===== src/rtl/mbsd_pkg.sv =====
package mbsd_pkg;

    localparam int unsigned BYTE_W     = 8;
    localparam int unsigned WORD_W     = 32;
    localparam int unsigned PART_W     = WORD_W - BYTE_W;
    localparam int unsigned MNEM_W     = 6;
    localparam int unsigned REG_W      = 5;
    localparam int unsigned IMM_W      = 16;
    localparam int unsigned TARGET_W   = 26;
    localparam int unsigned OUT_BITS   = 2 * WORD_W + MNEM_W + 4 * REG_W + IMM_W + TARGET_W;
    localparam int unsigned OUT_TDATA_W = ((OUT_BITS + 7) / 8) * 8;
    localparam int unsigned OUT_PAD_W  = OUT_TDATA_W - OUT_BITS;
    localparam logic [1:0]  LAST_BYTE_POS = 2'd3;

    typedef logic [5:0] field6_t;

    // Primary opcodes, bits 31..26
    localparam field6_t OP_SPECIAL = 6'd0;
    localparam field6_t OP_J       = 6'd2;
    localparam field6_t OP_JAL     = 6'd3;
    localparam field6_t OP_BEQ     = 6'd4;
    localparam field6_t OP_BNE     = 6'd5;
    localparam field6_t OP_ADDI    = 6'd8;
    localparam field6_t OP_ADDIU   = 6'd9;
    localparam field6_t OP_SLTI    = 6'd10;
    localparam field6_t OP_SLTIU   = 6'd11;
    localparam field6_t OP_ANDI    = 6'd12;
    localparam field6_t OP_ORI     = 6'd13;
    localparam field6_t OP_XORI    = 6'd14;
    localparam field6_t OP_LUI     = 6'd15;
    localparam field6_t OP_LB      = 6'd32;
    localparam field6_t OP_LH      = 6'd33;
    localparam field6_t OP_LW      = 6'd35;
    localparam field6_t OP_LBU     = 6'd36;
    localparam field6_t OP_LHU     = 6'd37;
    localparam field6_t OP_SB      = 6'd40;
    localparam field6_t OP_SH      = 6'd41;
    localparam field6_t OP_SW      = 6'd43;

    // Function field of SPECIAL, bits 5..0
    localparam field6_t FN_SLL     = 6'd0;
    localparam field6_t FN_SRL     = 6'd2;
    localparam field6_t FN_SRA     = 6'd3;
    localparam field6_t FN_SLLV    = 6'd4;
    localparam field6_t FN_SRLV    = 6'd6;
    localparam field6_t FN_SRAV    = 6'd7;
    localparam field6_t FN_JR      = 6'd8;
    localparam field6_t FN_JALR    = 6'd9;
    localparam field6_t FN_SYSCALL = 6'd12;
    localparam field6_t FN_MFHI    = 6'd16;
    localparam field6_t FN_MTHI    = 6'd17;
    localparam field6_t FN_MFLO    = 6'd18;
    localparam field6_t FN_MTLO    = 6'd19;
    localparam field6_t FN_MULT    = 6'd24;
    localparam field6_t FN_MULTU   = 6'd25;
    localparam field6_t FN_DIV     = 6'd26;
    localparam field6_t FN_DIVU    = 6'd27;
    localparam field6_t FN_ADD     = 6'd32;
    localparam field6_t FN_ADDU    = 6'd33;
    localparam field6_t FN_SUB     = 6'd34;
    localparam field6_t FN_SUBU    = 6'd35;
    localparam field6_t FN_AND     = 6'd36;
    localparam field6_t FN_OR      = 6'd37;
    localparam field6_t FN_XOR     = 6'd38;
    localparam field6_t FN_NOR     = 6'd39;
    localparam field6_t FN_SLT     = 6'd42;
    localparam field6_t FN_SLTU    = 6'd43;

    typedef enum logic [MNEM_W-1:0] {
        MN_ADD, MN_ADDU, MN_AND, MN_DIV, MN_DIVU, MN_JALR, MN_JR, MN_MFHI,
        MN_MFLO, MN_MTHI, MN_MTLO, MN_MULT, MN_MULTU, MN_NOR, MN_OR,
        MN_SLL, MN_SLLV, MN_SLT, MN_SLTU, MN_SRA, MN_SRAV, MN_SRL,
        MN_SRLV, MN_SUB, MN_SUBU, MN_SYSCALL, MN_XOR,
        MN_J, MN_JAL,
        MN_ADDI, MN_ADDIU, MN_ANDI, MN_BEQ, MN_BNE, MN_LB, MN_LBU,
        MN_LH, MN_LHU, MN_LUI, MN_LW, MN_ORI, MN_SB, MN_SLTI,
        MN_SLTIU, MN_SH, MN_SW, MN_XORI,
        MN_UNKNOWN
    } mnem_t;

    typedef struct packed {
        logic [WORD_W-1:0] number;
        logic [WORD_W-1:0] word;
    } word_item_t;

    function automatic mnem_t special_mnem(input field6_t fn);
        mnem_t mn;
        unique case (fn)
            FN_ADD:     mn = MN_ADD;
            FN_ADDU:    mn = MN_ADDU;
            FN_AND:     mn = MN_AND;
            FN_DIV:     mn = MN_DIV;
            FN_DIVU:    mn = MN_DIVU;
            FN_JALR:    mn = MN_JALR;
            FN_JR:      mn = MN_JR;
            FN_MFHI:    mn = MN_MFHI;
            FN_MFLO:    mn = MN_MFLO;
            FN_MTHI:    mn = MN_MTHI;
            FN_MTLO:    mn = MN_MTLO;
            FN_MULT:    mn = MN_MULT;
            FN_MULTU:   mn = MN_MULTU;
            FN_NOR:     mn = MN_NOR;
            FN_OR:      mn = MN_OR;
            FN_SLL:     mn = MN_SLL;
            FN_SLLV:    mn = MN_SLLV;
            FN_SLT:     mn = MN_SLT;
            FN_SLTU:    mn = MN_SLTU;
            FN_SRA:     mn = MN_SRA;
            FN_SRAV:    mn = MN_SRAV;
            FN_SRL:     mn = MN_SRL;
            FN_SRLV:    mn = MN_SRLV;
            FN_SUB:     mn = MN_SUB;
            FN_SUBU:    mn = MN_SUBU;
            FN_SYSCALL: mn = MN_SYSCALL;
            FN_XOR:     mn = MN_XOR;
            default:    mn = MN_UNKNOWN;
        endcase
        return mn;
    endfunction

    function automatic mnem_t decode_mnem(input field6_t op, input field6_t fn);
        mnem_t mn;
        unique case (op)
            OP_SPECIAL: mn = special_mnem(fn);
            OP_J:       mn = MN_J;
            OP_JAL:     mn = MN_JAL;
            OP_ADDI:    mn = MN_ADDI;
            OP_ADDIU:   mn = MN_ADDIU;
            OP_ANDI:    mn = MN_ANDI;
            OP_BEQ:     mn = MN_BEQ;
            OP_BNE:     mn = MN_BNE;
            OP_LB:      mn = MN_LB;
            OP_LBU:     mn = MN_LBU;
            OP_LH:      mn = MN_LH;
            OP_LHU:     mn = MN_LHU;
            OP_LUI:     mn = MN_LUI;
            OP_LW:      mn = MN_LW;
            OP_ORI:     mn = MN_ORI;
            OP_SB:      mn = MN_SB;
            OP_SLTI:    mn = MN_SLTI;
            OP_SLTIU:   mn = MN_SLTIU;
            OP_SH:      mn = MN_SH;
            OP_SW:      mn = MN_SW;
            OP_XORI:    mn = MN_XORI;
            default:    mn = MN_UNKNOWN;
        endcase
        return mn;
    endfunction

endpackage


===== src/rtl/mbsd_gather.sv =====
module mbsd_gather (
    input  logic                          aclk,
    input  logic                          aresetn,
    input  logic                          in_valid,
    output logic                          in_ready,
    input  logic [mbsd_pkg::BYTE_W-1:0]   in_byte,
    output logic                          word_valid,
    input  logic                          word_ready,
    output mbsd_pkg::word_item_t          word_item
);
    import mbsd_pkg::*;

    logic [1:0]        pos_reg,   pos_next;
    logic [PART_W-1:0] part_reg,  part_next;
    logic [WORD_W-1:0] cnt_reg,   cnt_next;
    logic              valid_reg, valid_next;
    word_item_t        item_reg,  item_next;
    logic              in_fire;

    // The word register can take a new word when empty or draining this cycle.
    assign in_ready = !valid_reg || word_ready;
    assign in_fire  = in_valid && in_ready;

    always_comb begin
        pos_next   = pos_reg;
        part_next  = part_reg;
        cnt_next   = cnt_reg;
        valid_next = valid_reg && !word_ready;
        item_next  = item_reg;
        if (in_fire) begin
            if (pos_reg == LAST_BYTE_POS) begin
                item_next.number = cnt_reg;
                item_next.word   = {part_reg, in_byte};
                valid_next       = 1'b1;
                cnt_next         = cnt_reg + 1'b1;
                part_next        = '0;
                pos_next         = '0;
            end else begin
                part_next = {part_reg[PART_W-BYTE_W-1:0], in_byte};
                pos_next  = pos_reg + 1'b1;
            end
        end
    end

    always_ff @(posedge aclk) begin
        if (!aresetn) begin
            pos_reg   <= '0;
            part_reg  <= '0;
            cnt_reg   <= '0;
            valid_reg <= 1'b0;
        end else begin
            pos_reg   <= pos_next;
            part_reg  <= part_next;
            cnt_reg   <= cnt_next;
            valid_reg <= valid_next;
        end
    end

    always_ff @(posedge aclk) begin
        item_reg <= item_next;
    end

    assign word_valid = valid_reg;
    assign word_item  = item_reg;

endmodule


===== src/rtl/mbsd_decode.sv =====
module mbsd_decode (
    input  logic                               aclk,
    input  logic                               aresetn,
    input  logic                               word_valid,
    output logic                               word_ready,
    input  mbsd_pkg::word_item_t               word_item,
    output logic                               out_valid,
    input  logic                               out_ready,
    output logic [mbsd_pkg::OUT_TDATA_W-1:0]   out_data
);
    import mbsd_pkg::*;

    logic                   valid_reg, valid_next;
    logic [OUT_TDATA_W-1:0] data_reg,  data_next;
    logic [WORD_W-1:0]      w;
    mnem_t                  mn;

    assign word_ready = !valid_reg || out_ready;
    assign w          = word_item.word;
    assign mn         = decode_mnem(w[31:26], w[5:0]);

    always_comb begin
        valid_next = valid_reg && !out_ready;
        data_next  = data_reg;
        if (word_valid && word_ready) begin
            valid_next = 1'b1;
            data_next  = {{OUT_PAD_W{1'b0}},
                          w[TARGET_W-1:0],
                          w[IMM_W-1:0],
                          w[10:6],
                          w[15:11],
                          w[20:16],
                          w[25:21],
                          mn,
                          w,
                          word_item.number};
        end
    end

    always_ff @(posedge aclk) begin
        if (!aresetn) begin
            valid_reg <= 1'b0;
        end else begin
            valid_reg <= valid_next;
        end
    end

    always_ff @(posedge aclk) begin
        data_reg <= data_next;
    end

    assign out_valid = valid_reg;
    assign out_data  = data_reg;

endmodule


===== src/rtl/mips_byte_stream_decoder_core.sv =====
// A full word goes into the word register, then its item into the output register.
// Throughput: one byte per cycle unless m_axis stalls; one item per four bytes accepted.
// The word register and the output register each refill in the cycle they drain.
// Reset (aresetn low, synchronous) empties both registers, drops a partial word
// and clears the word count.
module mips_byte_stream_decoder_core (
    input  logic                               aclk,
    input  logic                               aresetn,
    input  logic                               s_axis_tvalid,
    output logic                               s_axis_tready,
    // [7:0] data_byte
    input  logic [mbsd_pkg::BYTE_W-1:0]        s_axis_tdata,
    output logic                               m_axis_tvalid,
    input  logic                               m_axis_tready,
    // [31:0] inst_number, [63:32] inst_word, [69:64] mnemonic, [74:70] src_reg,
    // [79:75] tgt_reg, [84:80] dst_reg, [89:85] shift_amount, [105:90] imm_value,
    // [131:106] jump_target, [135:132] zero
    output logic [mbsd_pkg::OUT_TDATA_W-1:0]   m_axis_tdata
);
    import mbsd_pkg::*;

    logic       word_valid;
    logic       word_ready;
    word_item_t word_item;

    mbsd_gather u_gather (
        .aclk       (aclk),
        .aresetn    (aresetn),
        .in_valid   (s_axis_tvalid),
        .in_ready   (s_axis_tready),
        .in_byte    (s_axis_tdata),
        .word_valid (word_valid),
        .word_ready (word_ready),
        .word_item  (word_item)
    );

    mbsd_decode u_decode (
        .aclk       (aclk),
        .aresetn    (aresetn),
        .word_valid (word_valid),
        .word_ready (word_ready),
        .word_item  (word_item),
        .out_valid  (m_axis_tvalid),
        .out_ready  (m_axis_tready),
        .out_data   (m_axis_tdata)
    );

`ifndef NO_ASSERTIONS
    a_word_hold: assert property (@(posedge aclk) disable iff (!aresetn)
        word_valid && !word_ready |=> word_valid && $stable(word_item))
        else $error("word register changed while stalled");

    a_word_to_out: assert property (@(posedge aclk) disable iff (!aresetn)
        word_valid && word_ready |=>
            m_axis_tvalid && m_axis_tdata[2*WORD_W-1:WORD_W] == $past(word_item.word)
            && m_axis_tdata[WORD_W-1:0] == $past(word_item.number))
        else $error("decoded item does not match transferred word");

    a_out_drain: assert property (@(posedge aclk) disable iff (!aresetn)
        m_axis_tvalid && m_axis_tready && !word_valid |=> !m_axis_tvalid)
        else $error("output item repeated");

    a_reset_empty: assert property (@(posedge aclk)
        !aresetn |=> !m_axis_tvalid && !word_valid)
        else $error("pipeline not empty after reset");
`endif

endmodule

===== config.mk =====
export PLATFORM = sky130hd
export DESIGN_NAME = mips_byte_stream_decoder_core
export DESIGN_NICKNAME = d
export VERILOG_FILES = /design/src/rtl/mbsd_pkg.sv /design/src/rtl/mbsd_gather.sv /design/src/rtl/mbsd_decode.sv /design/src/rtl/mips_byte_stream_decoder_core.sv
export SDC_FILE = /design/constraint.sdc
export NUM_CORES = 1
export LEC_CHECK = 0
export BUFFER_PORTS_ARGS = -buffer_cell sky130_fd_sc_hd__buf_2
export CAP_MARGIN = 10
export CORE_MARGIN = 2
export CORE_UTILIZATION = 40
export CTS_BUF_LIST = sky130_fd_sc_hd__clkbuf_8
export CTS_CLUSTER_SIZE = 8
export DETAILED_ROUTE_END_ITERATION = 6
export RECOVER_POWER = 25
export SYNTH_ARGS = -nofsm -noshare
export SYNTH_HDL_FRONTEND = slang
export SYNTH_HIERARCHICAL = 1
export SYNTH_SLANG_ARGS = --single-unit

===== constraint.sdc =====
create_clock -name aclk -period 8.85 [get_ports aclk]
set_input_delay 0.4425 -clock aclk [delete_from_list [all_inputs] [get_ports aclk]]
set_output_delay 0.4425 -clock aclk [all_outputs]
set_load 0.05 [all_outputs]

# After elaboration in Yosys (flattened, before gate mapping)
# Memory sizes are Yosys's and may differ from the RTL's. A register that Yosys moved wholly into a read port is not among the register bits.
# Index checks and enable logic that the tools add are counted.
[totals] register_bits=256 mem_bits_ro=384 in_bits=12 output_inout_bits=138 word_cells=51 mem_count=1
[op_classes] addsub=2 eq_ne=21 muxes=7 reduce_logical=12
[mem_list] memory="(no name shown)" depth=64 word_bits=6 read_ports=1 rd_ports_with_merged_regs=1 write_ports=0 line="mbsd_pkg.sv:88" text="unique case (fn)"
[ops] operator="case mux 6 bit (21 select lines)" n=1
[ops] operator="== test 6 x 4 -> 1 bit (second input constant)" n=8
[ops] operator="== test 6 bit (second input constant)" n=8
[ops] operator="adder 32 x 1 -> 32 bit (second input constant)" n=1
[ops] operator="2-to-1 mux 24 bit" n=1
[ops] operator="== test 6 x 2 -> 1 bit (second input constant)" n=2
[ops] operator="== test 6 x 3 -> 1 bit (second input constant)" n=2
[ops] operator="zero test 6 bit" n=1
[ops] operator="2-to-1 mux 6 bit" n=1
[ops] operator="logical AND 1 bit" n=4
[ops] operator="zero test 1 bit" n=4
[ops] operator="2-to-1 mux 1 bit" n=3
[ops] operator="adder 2 x 1 -> 2 bit (second input constant)" n=1
[ops] operator="== test 2 bit (second input constant)" n=1
[ops] operator="logical OR 1 bit" n=2
[ops] operator="2-to-1 mux 2 bit" n=1
[ops] operator="AND reduction 2 bit" n=1

# Logic depth before layout (Yosys ltp)
[logic_depth] ltp_word=6 mapped_depth=9 mapped_depth_nobuf=6

# By module
# The synthesis kept the hierarchy.
[modules_own_cells] module="mbsd_gather" instances=1 cells_each=349 area_per_inst_um2=4453.0 seq_area_each_um2=3103.0
[modules_own_cells] module="mbsd_decode" instances=1 cells_each=258 area_per_inst_um2=3479.6 seq_area_each_um2=2122.0

# Least setup slack after synthesis
# OpenSTA, ideal clock, no wires.
[synth_path] path_type="register -> register" from="register u_decode.valid_reg, in the netlist u_decode/out_valid" to="register u_gather.cnt_reg[0]" setup_time_ns=0.117 arrival_time_ns=3.984 t_required_ns=8.733 path_slack_ns=4.750 stages_incl_launch_ff=7 path_buffers=1 period_less_slack_ns=4.100 cell_sequence="dfxtp_1 -> nand2b_1 -> nor2b_1 -> buf_6 -> nor2_1 -> xor2_1 -> and2_1"
[synth_via] elab_chain_cells=5
[synth_rtl] item="from (decl)" line="mbsd_decode.sv:13" text="logic valid_reg, valid_next;"
[synth_rtl] item="from (signal assigned)" line="mbsd_decode.sv:44" text="valid_reg <= valid_next;"
[synth_rtl] item="zero test 1 bit" line="mbsd_decode.sv:18" text="assign word_ready = !valid_reg || out_ready;"
[synth_rtl] item="logical OR 1 bit" line="mbsd_decode.sv:18"
[synth_rtl] item="via word_ready" line="mips_byte_stream_decoder_core.sv:23" text="logic word_ready;"
[synth_rtl] item="logical OR 1 bit" line="mbsd_gather.sv:21" text="assign in_ready = !valid_reg || word_ready;"
[synth_rtl] item="logical AND 1 bit" line="mbsd_gather.sv:22" text="assign in_fire = in_valid && in_ready;"
[synth_rtl] item="AND reduction 2 bit (no source line)"
[synth_rtl] item="to (signal assigned)" line="mbsd_gather.sv:54" text="cnt_reg <= cnt_next;"
[synth_rtl] item="to (decl)" line="mbsd_gather.sv:15" text="logic [WORD_W-1:0] cnt_reg, cnt_next;"
# The timed path passes the listed nets, and every way through them passes these cells.
# A chain may end at the register's enable or synchronous reset.

# Worst setup path after layout
[layout_path] from="register u_decode.valid_reg, in the netlist u_decode/out_valid" to="output port s_axis_tready"
[layout_via] elab_chain_cells=3
[layout_rtl] item="zero test 1 bit" line="mbsd_decode.sv:18"
[layout_rtl] item="logical OR 1 bit" line="mbsd_decode.sv:18"
[layout_rtl] item="via word_ready" line="mips_byte_stream_decoder_core.sv:23"
[layout_rtl] item="logical OR 1 bit" line="mbsd_gather.sv:21"
[layout_rtl] item="to (decl)" line="mips_byte_stream_decoder_core.sv:10" text="output logic s_axis_tready,"
# The timed path passes the listed nets, and every way through them passes these cells.

==> run metrics <==
outcome=finished, final reports clean; Routed Wire Length=14,000 µm; # resized after CTS=0; fin crit share=27.9%; Max H-tree Level=4; Post-Syn Area=7930 µm²; Seq/Total Area, Yosys=65.9%; fin cells=964; routed len/inst=14.5 µm; Synth cell types=64; largest family of logic cells by synthesized area=simple AND/OR/NAND/NOR gates; Congestion Overflow GR=0; Reg clk slew, reported paths=0.10 ns; total CTS buffers=17; Slew Limit Fails=0; fraction of layout cells with a size suffix above 1=26.9%; Core Util, Final=45.2%; adder-cell share of the synthesized area=1.42%; die area=21,000 µm²; post-synthesis mux area share=0.915%; clk sinks=194; fin crit period=2.47 ns; #FFs+latches synth=194; Final Hold Vio Count=0; post-route antenna net violation count=0; max reg flops=70; root buffer cell=clkbuf_8; hpwl dp=9380 µm; crit-path max FO=9; worst min-delay path class=input pin to flop; CP Data Arrival Time=2.03 ns; Inst Count DP=931; Worst Setup Start Kind=flop; Post-Synth Simple-Gate Area=13.1%; pwr dens=189 nW/µm²; nets@finish=706; Max Fclk=404 MHz; Post-Synthesis Cells=607; floorplan row count=51; CTS max path bufs=2; worst skew pair latency=0.46 ns; complex-gate fraction of the synthesized area=6.20%; DR vias/cell=4.77; io pins=150; Via Count=4,594; Tot Pwr=1.66 mW; largest net degree at the start of global routing=71; initial antenna violation count=1; Async S/R FF share, synth=0%; unrepaired setup endpoints after global routing=false; Die Wd=145 µm; Primary FF master, synth=edfxtp_1; Initial Util=40.8%; Max-cap violations=0; Mean Syn Cell Area=13.1 µm²; Slew Limit Headroom=34.8%; CP endpoint kind=primary output; first-pass GRT wire length=21,400 µm; Tightest Pin Transition=0.978 ns; clk_skew=0.0118 ns; Worst path slowest cell=nor2b_1; Static Leak=2.99 nW; Max rail drop VDD=93.6 µV; CP Class=flop to primary output; Die Y=145 µm; Syn-to-layout area delta=10.8%; starting DRC count in detailed routing=360; Max stage delay on crit path=0.66 ns; count of final setup violators=0; number of global-route vias before repair=4,278; Post-synth EDFFs=134; drt drc=0; hold_buf cts=0; # port buffers=145; CTS tree=built; 1st-pass router iterations=5; Ys Warns=6; Post-CTS Setup Repair Bufs=0; gr usage total=13.3%; critical path cell sequence=nand2b_1 -> nor2b_1 -> inv_1 -> buf_2; CP required=8.41 ns; XOR/XNOR share of the synthesized area=3.31%; GPL Wtd Cong=0.788; Core Footprint=19,500 µm²; TNS Setup=0 ns
metal layers:
layer  vias to the layer above  GRT usage (%)  wire, µm
li1                       2234              -         -
met1                      2194           16.3      5910
met4                         0           5.47       212
met3                        19           3.59       842
met5                         -              0         0
met2                       147           22.3      7030
final timing paths:
kind | startpoint | endpoint | slack [ns] | cells past startpoint
setup / recovery | u_decode/out_valid$_SDFF_PN0_ | s_axis_tready | 6.38 | 4
hold / removal | s_axis_tdata[6] | u_gather/word_item[6]$_DFFE_PP_ | 0.21 | 1
setup reg to reg | u_decode/out_valid$_SDFF_PN0_ | u_gather/part_reg[5]$_SDFFE_PN0P_ | 6.51 | 6
hold reg to reg | u_gather/word_item[9]$_DFFE_PP_ | u_decode/out_data[115]$_DFFE_PP_ | 0.43 | 0
layout make-up:
type | instances | area (µm²)
fill | 1738 | 10700
sequential | 194 | 5230
multi-input combinational | 315 | 2010
timing repair buffer | 147 | 731
tap | 265 | 332
clock buffer | 17 | 234
clock inverter | 15 | 223
inverter | 10 | 37.5
antenna | 1 | 2.50
critical path, delay by kind of cell, from the launching register on:
kind	cells	cell delay, ns
buffers and inverters	2	0.47
DFF	1	0.34
and+or+nand+nor	2	0.76
placed cells by master, fill, tap and decap left out, drive strengths merged, types with 5 or more instances in the layout:
cell and count:
a21oi 30, and2 29, nand2 72, nor2b 8
buf 139, nand2b 5, o21ai 11, nand4 17
nor2 14, nand3 14, inv 15, and3 5
a21boi 7, ha 9, mux2i 5, o211ai 7
clkbuf 25, edfxtp 134, xnor2 26, dfxtp 60
Yosys cell counts, types with 4 or more instances:
cell      instances  area share [%]
a21boi_0          4            0.38
a21oi_1          30             1.9
and2_1           28             2.2
and3_1            5            0.39
buf_2             5            0.32
buf_4            67             6.3
buf_6             6            0.85
clkbuf_1         10            0.47
dfxtp_1          60              15
edfxtp_1        134              51
ha_1              9             1.4
inv_1             9            0.43
mux2i_1           5            0.63
nand2_1          71             3.4
nand2b_1          5            0.39
nand3_1          13            0.82
nand4_1          16             1.3
nor2_1           13            0.62
nor2b_1           8            0.63
o211ai_1          7            0.66
o21ai_0           8            0.50
xnor2_1          26             2.9
xor2_1            4            0.44
kinds of logic (layout without fill, tap and decap cells):
family,Yosys count,count (layout)
adders and majority gates,9,9
xor gates and xnor gates,30,30
muxes,7,7
AOI/OAI and AO/OA,76,76
buffers and inverters,101,189
DFF,194,194
other,1,5
and+or+nand+nor,189,189
power breakdown:
part           internal, mW  switching [mW]
Sequential            0.971         0.00714
Clock                 0.317           0.324
Combinational       0.00942          0.0302
through the flow:
| stage | hold slack [ns] | cell area, µm² | setup slack, ns |
|---|---|---|---|
| 2_1_floorplan | 0.400 | 7940 | 4.75 |
| 3_3_place_gp | 0.404 | 8340 | 6.38 |
| 3_5_place_dp | 0.405 | 8340 | 6.22 |
| 4_1_cts | 0.155 | 8800 | 6.33 |
| 5_1_grt | 0.191 | 8790 | 6.16 |
| 6_report | 0.208 | 8790 | 6.38 |
No activity file was read; power rests on OpenSTA's default activity.
